--- src/design/assert_macros.svh ---
// assertion helpers used by the rtl
`ifndef ASSERT_MACROS_SVH
`define ASSERT_MACROS_SVH
`ifndef SYNTHESIS
`define RCF_ASSERT(lbl, clk, rst, prop) \
  lbl: assert property (@(posedge clk) disable iff (rst) prop) \
    else $error("rcf assertion failed");
`define RCF_ASSERT_NEVER(lbl, clk, rst, cond) \
  lbl: assert property (@(posedge clk) disable iff (rst) !(cond)) \
    else $error("rcf forbidden condition");
`else
`define RCF_ASSERT(lbl, clk, rst, prop)
`define RCF_ASSERT_NEVER(lbl, clk, rst, cond)
`endif
`endif

--- src/design/rcf_wram.sv ---
`default_nettype none
module rcf_wram #(
  parameter int DEPTH = 128,
  parameter int AW    = 7,
  parameter int DW    = 16
) (
  input  wire logic          clk,
  input  wire logic          we,
  input  wire logic [AW-1:0] waddr,
  input  wire logic [DW-1:0] wdata,
  input  wire logic [AW-1:0] raddr,
  output logic      [DW-1:0] rdata
);
  logic [DW-1:0] mem [DEPTH];

  always_ff @(posedge clk) begin
    if (we) begin
      mem[waddr] <= wdata;
    end
    rdata <= mem[raddr];
  end
endmodule
`default_nettype wire

--- config.mk ---
export PLATFORM = sky130hd
export DESIGN_NAME = rcf_wram
export DESIGN_NICKNAME = d
export VERILOG_FILES = /design/src/design/assert_macros.svh /design/src/design/rcf_wram.sv
export SDC_FILE = /design/constraint.sdc
export NUM_CORES = 2
export LEC_CHECK = 0
export BUFFER_PORTS_ARGS = -buffer_cell sky130_fd_sc_hd__buf_2
export CELL_PAD_IN_SITES_DETAIL_PLACEMENT = 1
export CELL_PAD_IN_SITES_GLOBAL_PLACEMENT = 1
export CORE_MARGIN = 5
export CORE_UTILIZATION = 40
export DETAILED_ROUTE_END_ITERATION = 7
export GPL_TIMING_DRIVEN = 0
export PLACE_DENSITY_LB_ADDON = 0.12
export SLEW_MARGIN = 15
export SYNTH_ARGS = -nofsm -noshare
export SYNTH_HDL_FRONTEND = slang
export SYNTH_SLANG_ARGS = --single-unit
--- constraint.sdc ---
create_clock -name clk -period 3.1 [get_ports clk]
set_clock_uncertainty 0.15 [all_clocks]
set_input_delay 0.155 -clock clk [delete_from_list [all_inputs] [get_ports clk]]
set_output_delay 0.155 -clock clk [all_outputs]
set_load 0.02 [all_outputs]
==> reports/qor.csv <==
metric,value,unit
placementRows,162,
core,195000,sq um
cap_violations,0,
pwr-share-clk,41.6,%
power_density,638,nW/um^2
root_buffer,clkbuf_16,
yosysTopAreaCell,edfxtp_1,
top_usage_layer,met2,
grt_max_degree,107,
reg2reg_slack,0.31,ns
area_growth,17.0,%
ys_ff_latch,2064,
synthMostInstantiatedCell,edfxtp_1,
grt_usage,21.7,%
leakage,0.0282,uW
seq_area_frac_synth,78.7,%
period_needed,3.16,ns
portBuffers,37,
grt_pass1_wl,308000,um
holdCritPathClass,input port to flop,
cts_tree,yes,
ant_nets,0,
setup_ws,-0.0583,ns
dieArea,205000,sq um
dieWidth,453,um
drt_iter0_markers,4003,
p_switching,12700,uW
hold_end,mem[29][13]$_DFFE_PP_,
dp_hpwl,154000,um
grt-ovfl-total,0,
min_from,waddr[6],
routed_wl,220000,um
timing.rr.start,mem[79][8]$_DFFE_PP_,
dr.pass1.iters,5,
layout.nets,3551,
path_clk_slew,0.06,ns
fin_crit_sh,102,%
timing.final.hold_violations,0,
synthesis.nets,3118,
status,finished with violations,
synth_top_area_share,78.3,%
r2r_end,rdata[8]$_DFF_P_,
start_kind,input port,
wire_per_inst,34.8,um
post-route-util,47.1,%
grt_util_met2,35.2,%
place_ws,-1.69,ns
fin_setup_tns,-0.204,ns
sw_frac_of_total,21.7,%
drive_gt1_share,37.3,%
vdd_drop_max,0.498,mV
start_util,40.2,%
fin_area,91900,sq um
seq_area,61800,sq um
drc,0,
setup_violations,5,
crit_type,input port to flop,
die_h,453,um
required,3.68,ns
cts_made_buffers,211,
relSlewSlack,19.6,%
rsz0062_at_grt,no,
rr_worst_depth,4,
final_max_slew_viol_count,0,
combPwrFrac,5.8,%
worst_pin_slew,1.21,ns
violations,setup timing,
yosysUniqueCellTypes,17,
synthArstFlopShare,0,%
vias,35823,
hold_depth,4,
multiInputGateArea,16400,sq um
timing.fmax,317,MHz
endpoint_kind,flop,
io_pins,48,
cts.sinks,2064,
pwr-share-seq,52.6,%
syn_inst,3086,
synth_area_leaders,"edfxtp_1, mux4_2, nor2_1",
grtUsageMet3,3.43,%
fillers,17049,
clk_latency,0.86,ns
vias_per_cell,5.66,
p_int,45900,uW
dpl_cell_area,84900,sq um
crit_path_max_fanout,10,
gp_congestion,0.793,
antenna_found_initial,28,
synth_edf_count,2048,
cp.arrival,3.74,ns
clk_path_buf_depth,3,
grt_pass1_vias,37843,
grt.met1_usage,30.6,%
yosysWarnings,0,
total_power,58600,uW
synth_flop_cell,edfxtp_1,
syn_area,78500,sq um
cts_max_level,4,
synth_commonest_cells,"edfxtp_1, mux4_2, nor2_1",
avgSynthCellArea,25.4,sq um
[stage by stage]
stage / instances / hold WS, ns
after floorplan: 3086 / 0.104
after detailed placement: 5904 / 0.389
after CTS: 6318 / 0.00857
final: 6329 / 0.105
after global placement: 5747 / 0.438
after global routing: 6318 / 0.0543
[cell usage in the layout, fill, tap and decap left out, drive strengths merged, types with 12 or more instances in the layout]
master	count
edfxtp	2048
mux4	672
clkbuf	350
buf	272
nor2	122
clkinv	93
dlygate4sd3	26
mux2	16
dfxtp	16
nand2	14
bufinv	13
nand3	12
[layer usage]
metal	vias up	part of all wire, %
met2	1219	49
met4	6	3.0
li1	14405	-
met3	306	5.7
met5	-	0.019
met1	19887	42
[critical path, stage by stage]
cell and delay, ns:
clkbuf_2 0.29, clkbuf_2 0.39, buf_16 0.21, buf_1 0.67
mux4_2 0.42, mux4_2 0.57, mux4_2 0.64, mux2_2 0.34
[power by group through the flow]
stage               clock network, uW  registers [uW]  logic, uW
floorplan                           0           31500       1510
global placement                    0           31500       3160
detailed placement                  0           31400       3390
CTS                             25000           30900       3430
global route                    26300           30800       3500
finish                          24400           30900       3370
[what timing repair did]
action / CTS / global route
resized for setup: 19 / 3
hold endpoints to repair: 2152 / 0
setup endpoints to repair: 16 / 42
setup buffers: 0 / 0
hold buffers: 26 / 0
[how the worst max path moves through the flow]
| stage | startpoint | to | slack, ns | cells past startpoint |
|---|---|---|---|---|
| 3_5_place_dp | raddr[2] | rdata[13]$_DFF_P_ | -1.69 | 7 |
| 6_report | raddr[2] | rdata[11]$_DFF_P_ | -0.06 | 8 |
| 5_1_grt | raddr[2] | rdata[12]$_DFF_P_ | 0.006 | 8 |
| 2_1_floorplan | raddr[0] | rdata[0]$_DFF_P_ | 0.30 | 6 |
| 3_3_place_gp | raddr[2] | rdata[10]$_DFF_P_ | -2.34 | 7 |
| 4_1_cts | raddr[2] | rdata[10]$_DFF_P_ | 0.04 | 8 |
[layout make-up]
class | count | share of cell area [%]
sequential | 2064 | 67.3
multi-input combinational | 858 | 17.8
clock buffer | 268 | 6.08
tap | 2624 | 3.57
timing repair buffer | 220 | 3.21
clock inverter | 120 | 1.17
buffer | 164 | 0.828
antenna | 11 | 0.0300
[logic make-up after synthesis]
group	share of synthesized area [%]
flops	78.7
mux	19.5
simple gates	0.888
buf+inv	0.881
[state kept, by name, summed over array words and instances (netlist names)]
register	count
rdata	16
mem	2048
Note: power is estimated with default switching activity, not from simulation.
