$ cat config.mk
export PLATFORM = sky130hd
export DESIGN_NAME = rcf_mac
export DESIGN_NICKNAME = d
export VERILOG_FILES = /design/src/design/assert_macros.svh /design/src/design/rcf_pkg.sv /design/src/design/rcf_mac.sv
export SDC_FILE = /design/constraint.sdc
export NUM_CORES = 2
export LEC_CHECK = 0
export BUFFER_PORTS_ARGS = -buffer_cell sky130_fd_sc_hd__clkbuf_2
export CAP_MARGIN = 40
export CELL_PAD_IN_SITES_DETAIL_PLACEMENT = 1
export CELL_PAD_IN_SITES_GLOBAL_PLACEMENT = 2
export CORE_MARGIN = 1.5
export CORE_UTILIZATION = 25
export DETAILED_ROUTE_END_ITERATION = 7
export MAX_ROUTING_LAYER = met4
export PLACE_DENSITY = 0.56
export SETUP_SLACK_MARGIN = 0.4
export SLEW_MARGIN = 20
export SYNTH_ARGS = -nofsm -noshare
export SYNTH_HDL_FRONTEND = slang
export SYNTH_SLANG_ARGS = --single-unit
$ cat constraint.sdc
create_clock -name clk -period 17.74 [get_ports clk]
set_input_delay 1.774 -clock clk [delete_from_list [all_inputs] [get_ports clk]]
set_output_delay 1.774 -clock clk [all_outputs]
set_load 0.01 [all_outputs]
$ cat src/design/assert_macros.svh
// assertion helpers used by the rtl
`ifndef ASSERT_MACROS_SVH
`define ASSERT_MACROS_SVH
`ifndef SYNTHESIS
`define RCF_ASSERT(lbl, clk, rst, prop) \
  lbl: assert property (@(posedge clk) disable iff (rst) prop) \
    else $error("rcf assertion failed");
`define RCF_ASSERT_NEVER(lbl, clk, rst, cond) \
  lbl: assert property (@(posedge clk) disable iff (rst) !(cond)) \
    else $error("rcf forbidden condition");
`else
`define RCF_ASSERT(lbl, clk, rst, prop)
`define RCF_ASSERT_NEVER(lbl, clk, rst, cond)
`endif
`endif

$ cat src/design/rcf_pkg.sv
`default_nettype none
package rcf_pkg;
  localparam int MAX_INPUT  = 8;
  localparam int MAX_HIDDEN = 16;
  localparam int MAX_OUTPUT = 8;
  localparam int DATA_WIDTH = 16;
  localparam int FRAC_BITS  = 12;
  localparam int ACC_W      = 40;
  localparam int IN_AW      = $clog2(MAX_INPUT);
  localparam int HID_AW     = $clog2(MAX_HIDDEN);
  localparam int OUT_AW     = $clog2(MAX_OUTPUT);
  localparam int U_AW       = IN_AW + HID_AW;
  localparam int W_AW       = HID_AW + HID_AW;
  localparam int V_AW       = HID_AW + OUT_AW;

  localparam logic [1:0] CFG_INPUT_LEN  = 2'd0;
  localparam logic [1:0] CFG_HIDDEN_LEN = 2'd1;
  localparam logic [1:0] CFG_OUTPUT_LEN = 2'd2;

  localparam logic       REQ_LOAD   = 1'b0;
  localparam logic       REQ_SAMPLE = 1'b1;
  localparam logic [1:0] SEL_U      = 2'd0;
  localparam logic [1:0] SEL_W      = 2'd1;
  localparam logic [1:0] SEL_V      = 2'd2;

  typedef enum logic [1:0] {OP_ACC, OP_REC, OP_OUT} op_kind_t;

  typedef struct packed {
    logic                   req_type;
    logic [1:0]             matrix_select;
    logic [3:0]             row;
    logic [3:0]             col;
    logic signed [15:0]     value;
    logic                   seq_start;
  } in_item_t;

  typedef struct packed {
    logic signed [15:0] out_value;
    logic [2:0]         out_index;
    logic               out_last;
  } out_item_t;

  typedef struct packed {
    logic                         valid;
    op_kind_t                     kind;
    logic                         first;
    logic                         last;
    logic [HID_AW-1:0]            tag;
    logic signed [DATA_WIDTH-1:0] opnd;
  } mac_op_t;

  typedef struct packed {
    logic                         valid;
    op_kind_t                     kind;
    logic [HID_AW-1:0]            tag;
    logic signed [DATA_WIDTH-1:0] value;
  } mac_res_t;

  function automatic logic [11:0] tanh_pt(input logic [4:0] idx);
    logic [11:0] p;
    unique case (idx)
      5'd0: p = 12'd0;     5'd1: p = 12'd1003;  5'd2: p = 12'd1893;
      5'd3: p = 12'd2602;  5'd4: p = 12'd3119;  5'd5: p = 12'd3475;
      5'd6: p = 12'd3707;  5'd7: p = 12'd3856;  5'd8: p = 12'd3949;
      5'd9: p = 12'd4006;  5'd10: p = 12'd4041; 5'd11: p = 12'd4062;
      5'd12: p = 12'd4076; 5'd13: p = 12'd4084; 5'd14: p = 12'd4089;
      5'd15: p = 12'd4091; 5'd16: p = 12'd4093;
      default: p = 12'd4093;
    endcase
    return p;
  endfunction

  // odd piecewise-linear tanh, saturating at magnitude four
  function automatic logic signed [15:0] tanh_q(input logic signed [15:0] x);
    logic [16:0] a;
    logic [11:0] p0;
    logic [10:0] d;
    logic [20:0] m;
    logic [12:0] y;
    a  = x[15] ? 17'(-$signed({x[15], x})) : 17'({1'b0, x});
    p0 = tanh_pt({1'b0, a[13:10]});
    d  = 11'(tanh_pt({1'b0, a[13:10]} + 5'd1) - p0);
    m  = 21'(d) * 21'(a[9:0]) + 21'd512;
    y  = (a >= 17'd16384) ? 13'd4093 : 13'(p0) + 13'(m[20:10]);
    return x[15] ? -$signed(16'(y)) : $signed(16'(y));
  endfunction
endpackage
`default_nettype wire

$ cat src/design/rcf_mac.sv
`default_nettype none
module rcf_mac (
  input  wire logic                                    clk,
  input  wire logic                                    rst,
  input  wire rcf_pkg::mac_op_t                        op,
  input  wire logic signed [rcf_pkg::DATA_WIDTH-1:0]   u_rdata,
  input  wire logic signed [rcf_pkg::DATA_WIDTH-1:0]   w_rdata,
  input  wire logic signed [rcf_pkg::DATA_WIDTH-1:0]   v_rdata,
  input  wire logic                                    acc_clear,
  output logic                                         busy,
  output rcf_pkg::mac_res_t                            res
);
  import rcf_pkg::*;

  mac_op_t                    s1;
  mac_op_t                    s2;
  logic signed [31:0]         prod;
  logic signed [ACC_W-1:0]    accum [MAX_HIDDEN];
  logic signed [ACC_W-1:0]    sum;
  logic signed [ACC_W-1:0]    fin;
  logic signed [ACC_W-1:0]    base;
  logic signed [ACC_W-1:0]    cur;
  logic                       fin_v;
  op_kind_t                   fin_kind;
  logic [HID_AW-1:0]          fin_tag;
  logic                       q_v;
  op_kind_t                   q_kind;
  logic [HID_AW-1:0]          q_tag;
  logic signed [15:0]         q;
  logic signed [15:0]         rd;
  logic signed [ACC_W:0]      rnd;
  logic signed [ACC_W-FRAC_BITS:0] shf;
  logic signed [15:0]         qn;

  always_comb begin
    unique case (s1.kind)
      OP_ACC:  rd = u_rdata;
      OP_REC:  rd = w_rdata;
      default: rd = v_rdata;
    endcase
    base = (s2.kind == OP_REC) ? accum[s2.tag] : '0;
    cur  = (s2.first ? base : sum) + ACC_W'(prod);
    // round half up, floor, saturate
    rnd  = (ACC_W+1)'(fin) + (ACC_W+1)'(1 <<< (FRAC_BITS - 1));
    shf  = rnd[ACC_W:FRAC_BITS];
    if (shf > (ACC_W-FRAC_BITS+1)'(32767)) begin
      qn = 16'sd32767;
    end else if (shf < -(ACC_W-FRAC_BITS+1)'(32768)) begin
      qn = -16'sd32768;
    end else begin
      qn = shf[15:0];
    end
  end

  always_ff @(posedge clk) begin
    if (rst) begin
      s1.valid  <= 1'b0;
      s2.valid  <= 1'b0;
      fin_v     <= 1'b0;
      q_v       <= 1'b0;
      res.valid <= 1'b0;
      for (int i = 0; i < MAX_HIDDEN; i++) accum[i] <= '0;
    end else begin
      s1     <= op;
      s2     <= s1;
      prod   <= s1.opnd * rd;
      fin_v  <= 1'b0;
      if (s2.valid) begin
        if (s2.kind == OP_ACC) begin
          accum[s2.tag] <= accum[s2.tag] + ACC_W'(prod);
        end else begin
          sum <= cur;
          if (s2.last) begin
            fin      <= cur;
            fin_v    <= 1'b1;
            fin_kind <= s2.kind;
            fin_tag  <= s2.tag;
          end
        end
      end
      q_v    <= fin_v;
      q_kind <= fin_kind;
      q_tag  <= fin_tag;
      q      <= qn;
      res.valid <= q_v;
      res.kind  <= q_kind;
      res.tag   <= q_tag;
      res.value <= (q_kind == OP_REC) ? tanh_q(q) : q;
      if (acc_clear) begin
        for (int i = 0; i < MAX_HIDDEN; i++) accum[i] <= '0;
      end
    end
  end

  assign busy = s1.valid | s2.valid | fin_v | q_v | res.valid;
endmodule
`default_nettype wire

==> flow_summary.ini <==
[synth]
synth_edf_count = 823
synth_top_area_cell = edfxtp_1
ys_types = 86
yosys-top-cells-area = edfxtp_1 46%, fa_1 13%, mux4_2 8.4%
syn_inst = 4503
yosysTopAreaCellShare_pct = 46.4
synth-main-ff-cell = edfxtp_1
syn_area_per_cell_um2 = 11.8
yosys_warnings = 0
synth_nets = 5168
synth_seq_cells = 832
yosysSeqAreaShare_pct = 46.7
synth_area_um2 = 53300
async_flop_share_pct = 0

[clock_tree]
cts_max_level = 3
cts.clk_slew.worst_paths_ns = 0.06
clk_path_buf_depth = 3
clock_sinks = 832
insertion_delay_ns = 0.72
cts_setup_buffers = 0
cts_tree = built
cts_hold_buf = 0
ctsRootBufferMaster = clkbuf_16
numCtsBuffers = 97
cts_resized = 0

[worst_setup_path]
cp.required_ns = 18.17
path_max_fanout = 14
end_kind = flop
cpMaxStageDelayCell = xor2_2
cpMostUsedCell = a21oi_1
cp.arrival_ns = 13.74
cpPeakStageDelay_ns = 0.66
path_class = reg -> reg
start_kind = flop

[global_route]
grt_usage_pct = 16.9
gr-total-overflow = 0
grt_pass1_vias = 37800
grt_pass1_wl_mm = 262
grt_max_degree = 56
antenna_found_initial = 7

[placement]
place_congestion = 0.811
dp.cells = 7341
place_hpwl_mm = 122
port_buffers = 99
placed_cell_area_um2 = 58200

[cells_and_area]
final_cell_area_um2 = 61500
drive_gt1_share_pct = 14.7
final_nets = 5297
area_growth_pct = 15.4
fin_cells = 7533

[sta]
skew_ns = 0.0371
maxSlewViolCount = 0
relSlewSlack_pct = 37.5
fmax_mhz = 75.1
fin_setup_tns_ns = 0
worst_pin_slew_ns = 0.937
hold_violations = 0
rsz0062_at_grt = no
fin_crit_sh_pct = 75.1
setup_viol = 0
min_period_ns = 13.32

[run_status]
violations = design-rule violations
outcome = finished, violations left

[floorplanning]
row_count = 169
die_y_um = 465
start_util_pct = 25.1
core_area_um2 = 212000
dieArea_um2 = 216000
fp.dieW_um = 465
io_pins = 100

[drt]
dr_wl_met2_mm = 84.7
routed_via_density = 4.70
maxUsedRoutingLayer = met4
drt_iter0_drc = 2396
wl_met3_mm = 7.42
avgRoutedWirePerCell_um = 23.6
dr_total_vias = 35400
met1Wirelength_mm = 81.5
ant_nets = 0
drc_errors = 4
drt-pass1-iter-count = 7
finalWirelength_mm = 178

[min_path]
hold_path_class = reg -> reg

[job]
drv_cap = 0
-- worst max-delay path, delay by kind of cell (launching register included) --
kind            cells  cell delay, ns
xor+xnor            3            1.28
buf+inv             6            0.62
compound gates     21            4.34
simple gates        8            1.94
fa+ha+maj          11            4.39
flops               1            0.47
-- cells in the mapped netlist, drive strengths merged, types with 65 or more instances --
| library cell | instances |
|---|---|
| ha | 253 |
| nand2 | 369 |
| o21ai | 162 |
| nor2 | 803 |
| nor2b | 99 |
| inv | 442 |
| a21oi | 139 |
| xor2 | 65 |
| mux4 | 200 |
| edfxtp | 823 |
| fa | 336 |
| xnor2 | 113 |
| clkbuf | 204 |
-- final cells by class --
| cell class | instances | area [um^2] |
|---|---|---|
| Fill cell | 23200 | 151000 |
| Multi-Input combinational cell | 2998 | 26100 |
| Sequential cell | 832 | 24900 |
| Tap cell | 2821 | 3530 |
| Clock buffer | 119 | 2510 |
| Timing Repair Buffer | 258 | 2230 |
| Inverter | 445 | 1680 |
| Clock inverter | 59 | 583 |
| Antenna cell | 1 | 2.50 |
-- registers in the layout, summed over array words and instances, names as in the netlist, 4 cells and up, named ones only --
| name | cells |
|---|---|
| accum | 640 |
| fin | 29 |
| fin_tag | 4 |
| prod | 32 |
| q | 16 |
| q_tag | 4 |
| res | 23 |
| s1 | 25 |
| s2 | 9 |
| sum | 40 |
-- worst paths after layout --
path	from	to	slack (ns)	cells past startpoint
worst max-delay path	q[5]$_SDFFCE_PN1N_	res[14]$_DFFE_PN_	4.42	49
worst min-delay path	fin_tag[2]$_DFFE_PP_	q_tag[2]$_DFFE_PN_	0.42	0
worst max register to register	q[5]$_SDFFCE_PN1N_	res[14]$_DFFE_PN_	4.42	49
worst min register to register	fin_tag[2]$_DFFE_PP_	q_tag[2]$_DFFE_PN_	0.42	0
-- per-layer routing --
metal / track usage, % / up-vias
li1: - / 15700
met1: 22.7 / 18800
met2: 27.1 / 711
met3: 2.11 / 194
met4: 4.31 / 0
met5: - / -
-- layout by cell type (no fill, tap or decap), types with 106 or more instances in the layout --
cell      count
nand2_1     340
ha_1        253
xnor2_1     106
a21oi_1     138
mux4_2      200
inv_1       439
buf_4       111
o21ai_0     137
nor2_1      801
edfxtp_1    823
fa_1        336
-- cell families after synthesis --
| kind of cell | after synthesis | synth area share (%) |
|---|---|---|
| simple gates | 1509 | 12.2 |
| buf+inv | 673 | 4.74 |
| flops | 832 | 46.7 |
| xor+xnor | 178 | 3.02 |
| compound gates | 489 | 5.68 |
| mux | 233 | 9.09 |
| fa+ha+maj | 589 | 18.6 |
-- through the flow --
| stage | utilization, % | hold WS (ns) | setup slack [ns] |
|---|---|---|---|
| floorplan | - | 0.400 | 6.19 |
| global placement | 27.1 | 0.406 | 4.57 |
| detailed placement | 27.4 | 0.406 | 4.45 |
| CTS | 28.9 | 0.422 | 4.38 |
| global route | 29.0 | 0.431 | 3.34 |
| finish | 29.0 | 0.419 | 4.42 |
Power is not shown: default switching activity piles up to over one toggle a cycle in this logic, so the estimate is an artifact.
